## src/rtl/gisr_pkg.sv

```systemverilog
// Shared types and constants for the glyph italic shear rasterizer.
package gisr_pkg;

	localparam int DIM_W = 7;
	localparam int COL_W = 8;
	localparam int VAL_W = 8;
	localparam int IDX_W = 2;

	localparam logic [IDX_W-1:0] REG_GLYPH_WIDTH   = 2'd0;
	localparam logic [IDX_W-1:0] REG_GLYPH_HEIGHT  = 2'd1;
	localparam logic [IDX_W-1:0] REG_ITALIC_ENABLE = 2'd2;

	// Everything the column sequencer needs to emit the results of one item.
	typedef struct packed {
		logic [COL_W-1:0] first_col;
		logic [COL_W-1:0] end_col;
		logic [COL_W-1:0] main_col;
		logic [COL_W-1:0] carry_col;
		logic [COL_W-1:0] last_col;
		logic [VAL_W-1:0] main_val;
		logic [VAL_W-1:0] carry_val;
		logic             has_carry;
		logic [DIM_W-1:0] row;
		logic             last_row;
	} desc_t;

endpackage

```

## src/rtl/gisr_front.sv

```systemverilog
// Configuration registers, glyph position state and per-item shear arithmetic.
module gisr_front #(
	parameter int MAX_WIDTH  = 64,
	parameter int MAX_HEIGHT = 64
) (
	input  logic                         clk,
	input  logic                         arst_n,
	input  logic                         cfg_we,
	input  logic [gisr_pkg::IDX_W-1:0]   cfg_index,
	input  logic [gisr_pkg::DIM_W-1:0]   cfg_data,
	input  logic [gisr_pkg::VAL_W-1:0]   coverage,
	input  logic                         accept,
	output gisr_pkg::desc_t              desc
);

	localparam logic [6:0] WMAX = (MAX_WIDTH > 127) ? 7'd127 : 7'(MAX_WIDTH);
	localparam logic [6:0] HMAX = (MAX_HEIGHT > 127) ? 7'd127 : 7'(MAX_HEIGHT);

	logic [6:0] glyph_width_q, glyph_height_q;
	logic       italic_q;
	logic [6:0] col_q, row_q;
	logic [7:0] carry_q;

	logic [6:0] w, h, row, x, s, extra;
	logic [4:0] q;
	logic [1:0] f;
	logic [2:0] wt_hi;
	logic [9:0] prod_hi, prod_lo;
	logic [7:0] carry_in, fw, main_col, carry_col;
	logic [8:0] sum;
	logic       tail, row_wrap;

	always_comb begin
		if (glyph_width_q == 7'd0) begin
			w = 7'd1;
		end else if (glyph_width_q > WMAX) begin
			w = WMAX;
		end else begin
			w = glyph_width_q;
		end
		if (glyph_height_q == 7'd0) begin
			h = 7'd1;
		end else if (glyph_height_q > HMAX) begin
			h = HMAX;
		end else begin
			h = glyph_height_q;
		end
		row = (row_q >= h) ? 7'd0 : row_q;
		x = (col_q >= w) ? 7'd0 : col_q;
		// Shear in quarter pixels: whole pixels in q, leftover quarter steps in f.
		s = italic_q ? (h - 7'd1 - row) : 7'd0;
		q = s[6:2];
		f = s[1:0];
		extra = italic_q ? {2'b00, h[6:2]} : 7'd0;
		fw = {1'b0, w} + {1'b0, extra};
		main_col = {1'b0, x} + {3'b000, q};
		carry_col = {1'b0, w} + {3'b000, q};
		wt_hi = 3'd4 - {1'b0, f};
		prod_hi = {2'b00, coverage} * {7'b0, wt_hi};
		prod_lo = {2'b00, coverage} * {8'b0, f};
		carry_in = (x == 7'd0) ? 8'd0 : carry_q;
		sum = {1'b0, prod_hi[9:2]} + {1'b0, carry_in};
		tail = (x == w - 7'd1);
		row_wrap = ({1'b0, row} + 8'd1 >= {1'b0, h});

		desc.first_col = (x == 7'd0) ? 8'd0 : main_col;
		desc.end_col = tail ? (fw - 8'd1) : main_col;
		desc.main_col = main_col;
		desc.carry_col = carry_col;
		desc.last_col = fw - 8'd1;
		desc.main_val = sum[8] ? 8'hFF : sum[7:0];
		desc.carry_val = prod_lo[9:2];
		desc.has_carry = tail;
		desc.row = row;
		desc.last_row = (row == h - 7'd1);
	end

	always_ff @(posedge clk or negedge arst_n) begin
		if (!arst_n) begin
			glyph_width_q <= 7'd1;
			glyph_height_q <= 7'd1;
			italic_q <= 1'b0;
			col_q <= 7'd0;
			row_q <= 7'd0;
			carry_q <= 8'd0;
		end else if (cfg_we) begin
			case (cfg_index)
				gisr_pkg::REG_GLYPH_WIDTH: begin
					glyph_width_q <= cfg_data;
				end
				gisr_pkg::REG_GLYPH_HEIGHT: begin
					glyph_height_q <= cfg_data;
				end
				gisr_pkg::REG_ITALIC_ENABLE: begin
					italic_q <= cfg_data[0];
				end
				default: begin
				end
			endcase
			// Any write restarts the glyph at pixel 0 of row 0.
			col_q <= 7'd0;
			row_q <= 7'd0;
			carry_q <= 8'd0;
		end else if (accept) begin
			if (tail) begin
				col_q <= 7'd0;
				carry_q <= 8'd0;
				row_q <= row_wrap ? 7'd0 : row + 7'd1;
			end else begin
				col_q <= x + 7'd1;
				carry_q <= prod_lo[9:2];
				row_q <= row;
			end
		end
	end

endmodule

```

## src/rtl/gisr_emit.sv

```systemverilog
// Item register, destination column sequencer and result register.
module gisr_emit (
	input  logic                         clk,
	input  logic                         arst_n,
	input  gisr_pkg::desc_t              desc,
	input  logic                         in_valid,
	output logic                         in_stall,
	output logic                         accept,
	output logic                         out_valid,
	input  logic                         out_stall,
	output logic [gisr_pkg::VAL_W-1:0]   pixel_value,
	output logic [6:0]                   out_column,
	output logic [5:0]                   out_row,
	output logic                         row_end,
	output logic                         glyph_end
);

	gisr_pkg::desc_t              desc_s1;
	logic                         valid_s1;
	logic [gisr_pkg::COL_W-1:0]   cur_col_q;
	logic                         advance, done;
	logic [gisr_pkg::VAL_W-1:0]   val;
	logic                         rend;

	assign advance = valid_s1 && (!out_valid || !out_stall);
	assign done = advance && (cur_col_q == desc_s1.end_col);
	assign in_stall = valid_s1 && !done;
	assign accept = in_valid && !in_stall;

	always_comb begin
		if (cur_col_q == desc_s1.main_col) begin
			val = desc_s1.main_val;
		end else if (desc_s1.has_carry && cur_col_q == desc_s1.carry_col) begin
			val = desc_s1.carry_val;
		end else begin
			val = '0;
		end
		rend = (cur_col_q == desc_s1.last_col);
	end

	always_ff @(posedge clk or negedge arst_n) begin
		if (!arst_n) begin
			valid_s1 <= 1'b0;
			out_valid <= 1'b0;
		end else begin
			if (accept) begin
				valid_s1 <= 1'b1;
			end else if (done) begin
				valid_s1 <= 1'b0;
			end
			if (advance) begin
				out_valid <= 1'b1;
			end else if (!out_stall) begin
				out_valid <= 1'b0;
			end
		end
	end

	always_ff @(posedge clk) begin
		if (accept) begin
			desc_s1 <= desc;
			cur_col_q <= desc.first_col;
		end else if (advance) begin
			cur_col_q <= cur_col_q + 8'd1;
		end
		if (advance) begin
			pixel_value <= val;
			out_column <= cur_col_q[6:0];
			out_row <= desc_s1.row[5:0];
			row_end <= rend;
			glyph_end <= rend && desc_s1.last_row;
		end
	end

endmodule

```

## src/rtl/glyph_italic_shear_rasterizer.sv

```systemverilog
// Top level of the glyph italic shear rasterizer.
// Coverage bytes of a glyph bitmap enter in row-major order on the input
// channel (in_valid, in_stall, coverage). Each item produces one or more
// destination pixels on the output channel (out_valid, out_stall,
// pixel_value, out_column, out_row, row_end, glyph_end). With italic set,
// the first pixel of a row also produces the zero columns in front of it,
// and the last pixel of a row produces the split-off carry column and the
// zero padding up to the widened row end; a row item yields up to 17 results.
// The configuration port (cfg_we, cfg_index, cfg_data) takes one write per
// cycle, and any write restarts the glyph at row 0, column 0.
// An item goes through the item register and then the result register.
// Results leave at one per cycle unless the receiver stalls, so an item with n
// results holds the input until its last is emitted, and single-result items
// are taken every cycle. On a receiver stall the result register holds and
// the sequencer waits; one item may still be taken meanwhile.
// Reset clears the channels and sets width 1, height 1 and italic off.
module glyph_italic_shear_rasterizer #(
	parameter int MAX_WIDTH  = 64,
	parameter int MAX_HEIGHT = 64
) (
	input  logic                         clk,
	input  logic                         arst_n,
	input  logic                         cfg_we,
	input  logic [gisr_pkg::IDX_W-1:0]   cfg_index,
	input  logic [gisr_pkg::DIM_W-1:0]   cfg_data,
	input  logic                         in_valid,
	output logic                         in_stall,
	input  logic [7:0]                   coverage,
	output logic                         out_valid,
	input  logic                         out_stall,
	output logic [7:0]                   pixel_value,
	output logic [6:0]                   out_column,
	output logic [5:0]                   out_row,
	output logic                         row_end,
	output logic                         glyph_end
);

	gisr_pkg::desc_t desc;
	logic            accept;

	gisr_front #(
		.MAX_WIDTH (MAX_WIDTH),
		.MAX_HEIGHT(MAX_HEIGHT)
	) u_front (
		.clk      (clk),
		.arst_n   (arst_n),
		.cfg_we   (cfg_we),
		.cfg_index(cfg_index),
		.cfg_data (cfg_data),
		.coverage (coverage),
		.accept   (accept),
		.desc     (desc)
	);

	gisr_emit u_emit (
		.clk        (clk),
		.arst_n     (arst_n),
		.desc       (desc),
		.in_valid   (in_valid),
		.in_stall   (in_stall),
		.accept     (accept),
		.out_valid  (out_valid),
		.out_stall  (out_stall),
		.pixel_value(pixel_value),
		.out_column (out_column),
		.out_row    (out_row),
		.row_end    (row_end),
		.glyph_end  (glyph_end)
	);

endmodule

```

## config.mk

```make
export PLATFORM = sky130hd
export DESIGN_NAME = glyph_italic_shear_rasterizer
export DESIGN_NICKNAME = d
export VERILOG_FILES = /design/src/rtl/gisr_pkg.sv /design/src/rtl/gisr_front.sv /design/src/rtl/gisr_emit.sv /design/src/rtl/glyph_italic_shear_rasterizer.sv
export SDC_FILE = /design/constraint.sdc
export NUM_CORES = 1
export LEC_CHECK = 0
export ABC_AREA = 0
export BUFFER_PORTS_ARGS = -buffer_cell sky130_fd_sc_hd__buf_2
export CORE_ASPECT_RATIO = 1.25
export CORE_UTILIZATION = 30
export CTS_CLUSTER_DIAMETER = 120
export CTS_CLUSTER_SIZE = 25
export DETAILED_ROUTE_END_ITERATION = 16
export GPL_TIMING_DRIVEN = 0
export PLACE_DENSITY = 0.48
export SYNTH_ARGS = -nofsm -noshare
export SYNTH_HDL_FRONTEND = slang
export SYNTH_SLANG_ARGS = --single-unit
```

## constraint.sdc

```tcl
create_clock -name clk -period 21.6 [get_ports clk]
set_clock_uncertainty 0.2 [all_clocks]
set_input_delay 0 -clock clk [delete_from_list [all_inputs] [get_ports clk]]
set_output_delay 0 -clock clk [all_outputs]
set_load 0.01 [all_outputs]
```

==> metrics.txt <==
status=finished, final reports clean; Pleak=4.352 nW; row count=68; Final Cell Area=10060 um2; full die area=29170 um2; Slew Limit Fails=0; worst r2r src=u_front.glyph_height_q[2]; Post-DP HPWL=16010 um; Critical Path Max Stage Delay=0.50 ns; root buf cell=clkbuf_16; compound-cell area share of the yosys netlist=13.48%; H-tree depth=4; Worst EP arrival=8.21 ns; initial antenna violation count=0; wirelength, routed=20720 um; syn_nets=933; DRT iter0 DRCs=317; # setup viols final=0; post-synth cell types=68; largest family of logic cells by synthesized area=adder cells; crit path kind=reg -> reg; Area Growth Syn to Fin=17.73%; EDFF count, synth=87; Post-Synth XOR/XNOR Area=8.505%; asr flop ratio synth=30.95%; max-cap viol count=0; critical path fanouts, max=7; reg2reg end=u_emit.desc_s1[17]; R2R depth=29; CTS tree=yes; vias per cell=4.791; Gate Count Post-Synth=821; Pwr Density=94.02 nW/um2; DRC=0; Primary FF master, synth=edfxtp_1; layout cells sized above 1=12.64%; Syn Area/Cell=10.41 um2; maximum VDD drop=0.05712 mV; Rel. slew slack=22.15%; Final Critical Period=8.267 ns; Setup crit end kind=register; Synth Area in Adders=14.32%; Data required, critical path=21.55 ns; crit path launch type=register; GPL Wtd Cong=0.8355; Worst-Margin Slew=1.168 ns; post-synth top area share=30.57%; flop-to-flop setup slack=13.33 ns; gr ovfl total=0; routed vias=6075; die height=190.7 um; CTS Buffer Depth=2; Final Hold Fails=0; placed inst area=9214 um2; number of diodes=0; RSZ-0062 raised after global routing=no; largest net degree at the start of global routing=66; drt wl/cell=16.34 um; Synth Area in Simple Gates=12.98%; Synth area leaders=edfxtp_1, ha_1, dfrtp_1; largest area contributor in the netlist=edfxtp_1; Worst Hold Class=in -> reg; first-pass GRT wire length=33090 um; gr usage total=14.96%; Starting Density=30.72%; Core ar.=27820 um2; worst-skew pair later-pin latency=0.42 ns; YS warnings=0; Fin Setup TNS=0 ns; overall power=0.9461 mW; vias in the first global route=6068; Crit-path slowest cell=a21oi_1; post-synthesis mux area share=3.352%; Antenna Violating Nets Remaining=0; Setup crit start=u_front.glyph_height_q[2]; #FFs+latches synth=126; number of buffers added for setup after CTS=0; TritonCTS Buffers=17; achievable clock frequency=121.0 MHz; IO Port Bufs=45; DR pass1 iterations=4; CTS sink cnt=126; clk slew on worst S/H paths=0.06 ns; sequential share of the synthesized area=42.01%; die width=153.0 um; Final #Nets=1017; Worst Setup EP=u_emit.desc_s1[17]; Final period util=38.27%; mapped cell area=8547 um2; num ports=47
worst max-delay path, delay by kind of cell (launching register included):
family                     cells  cell delay [ns]
DFF                            1             0.44
adders and majority gates      8             3.09
and+or+nand+nor               10             2.13
buffers and inverters          3             0.30
AOI/OAI and AO/OA              8             1.81
layout make-up:
cell class / count / area, um2
Inverter: 89 / 334.1
Clock inverter: 12 / 181.4
Multi-Input combinational cell: 577 / 4499
Clock buffer: 20 / 466.7
Fill cell: 2741 / 17760
Sequential cell: 126 / 3591
Timing Repair Buffer: 65 / 425.4
Buffer: 29 / 126.4
Tap cell: 350 / 437.9
metrics by stage:
stage	std cells	hold slack [ns]	utilization, %	worst slack [ns]
CTS	1268	0.02841	36.17	13.27
global placement	1216	0.03464	33.10	13.36
finish	1268	0.02844	36.17	13.33
global route	1268	0.07832	36.17	12.77
detailed placement	1216	0.03536	33.12	13.31
floorplan	821	-0.4956	-	14.66
cell families after synthesis:
group	count (synthesis)
compound gates	162
xor+xnor	83
fa+ha+maj	90
buf+inv	118
flops	126
mux	26
simple gates	216
Yosys cell counts (16+ instances only):
master / instances
nand2_1: 66
o21bai_1: 16
o21ai_0: 18
mux2_2: 21
edfxtp_1: 87
nand3_1: 20
xnor2_1: 68
a21oi_1: 41
clkbuf_1: 25
ha_1: 77
and2_1: 26
dfrtp_1: 37
nor2_1: 29
inv_1: 88
where the power goes:
part	leakage, nW	total [mW]	switching [mW]	internal [mW]
combinational	2.71	0.332	0.191	0.141
clock	0.319	0.318	0.114	0.203
sequential	1.32	0.296	0.00966	0.286
flip-flops by register name, indices dropped and copies added, names as in the netlist, 6 cells and up:
| signal | flops |
|---|---|
| u_emit.out_row | 6 |
| u_front.carry_q | 8 |
| u_front.glyph_width_q | 7 |
| u_emit.cur_col_q | 8 |
| u_front.col_q | 7 |
| u_emit.out_column | 7 |
| u_emit.pixel_value | 8 |
| u_emit.desc_s1 | 56 |
| u_front.row_q | 7 |
| u_front.glyph_height_q | 7 |
layout by cell type, fill, tap and decap left out, types with 17 or more instances in the layout:
cell and n:
nand2_1 66, edfxtp_1 87, o21ai_0 18, clkbuf_1 24, clkbuf_16 17, xnor2_1 68, ha_1 77, a21oi_1 41
and2_1 26, dlygate4sd3_1 20, buf_2 47, dfrtp_1 37, nor2_1 29, mux2_2 21, inv_1 88, nand3_1 20
how the worst min path moves through the flow:
stage | from | endpoint | slack, ns | cells after the start
2_1_floorplan | arst_n | u_emit.out_valid | -0.50 | 0
3_3_place_gp | arst_n | u_front.col_q[6] | 0.03 | 1
3_5_place_dp | arst_n | u_front.col_q[6] | 0.04 | 1
4_1_cts | coverage[6] | u_emit.desc_s1[16] | 0.03 | 4
5_1_grt | coverage[6] | u_emit.desc_s1[16] | 0.08 | 4
6_report | coverage[2] | u_emit.desc_s1[9] | 0.03 | 4
what timing repair did:
item,in CTS,in global routing
hold endpoints to repair,59,0
hold buffers,20,0
resized for setup,0,0
setup endpoints to repair,0,0
metal layers:
layer  wire length (um)  share of wire (%)  GRT usage [%]  up-vias
met1               9500                 46          18.64     2884
met2              10410                 50          26.38       79
met5                  0                  0              0        -
li1                   -                  -              -     3095
met3                553                2.7          2.432       17
met4                257                1.2          4.623        0
No activity file was read; power rests on OpenSTA's default activity.
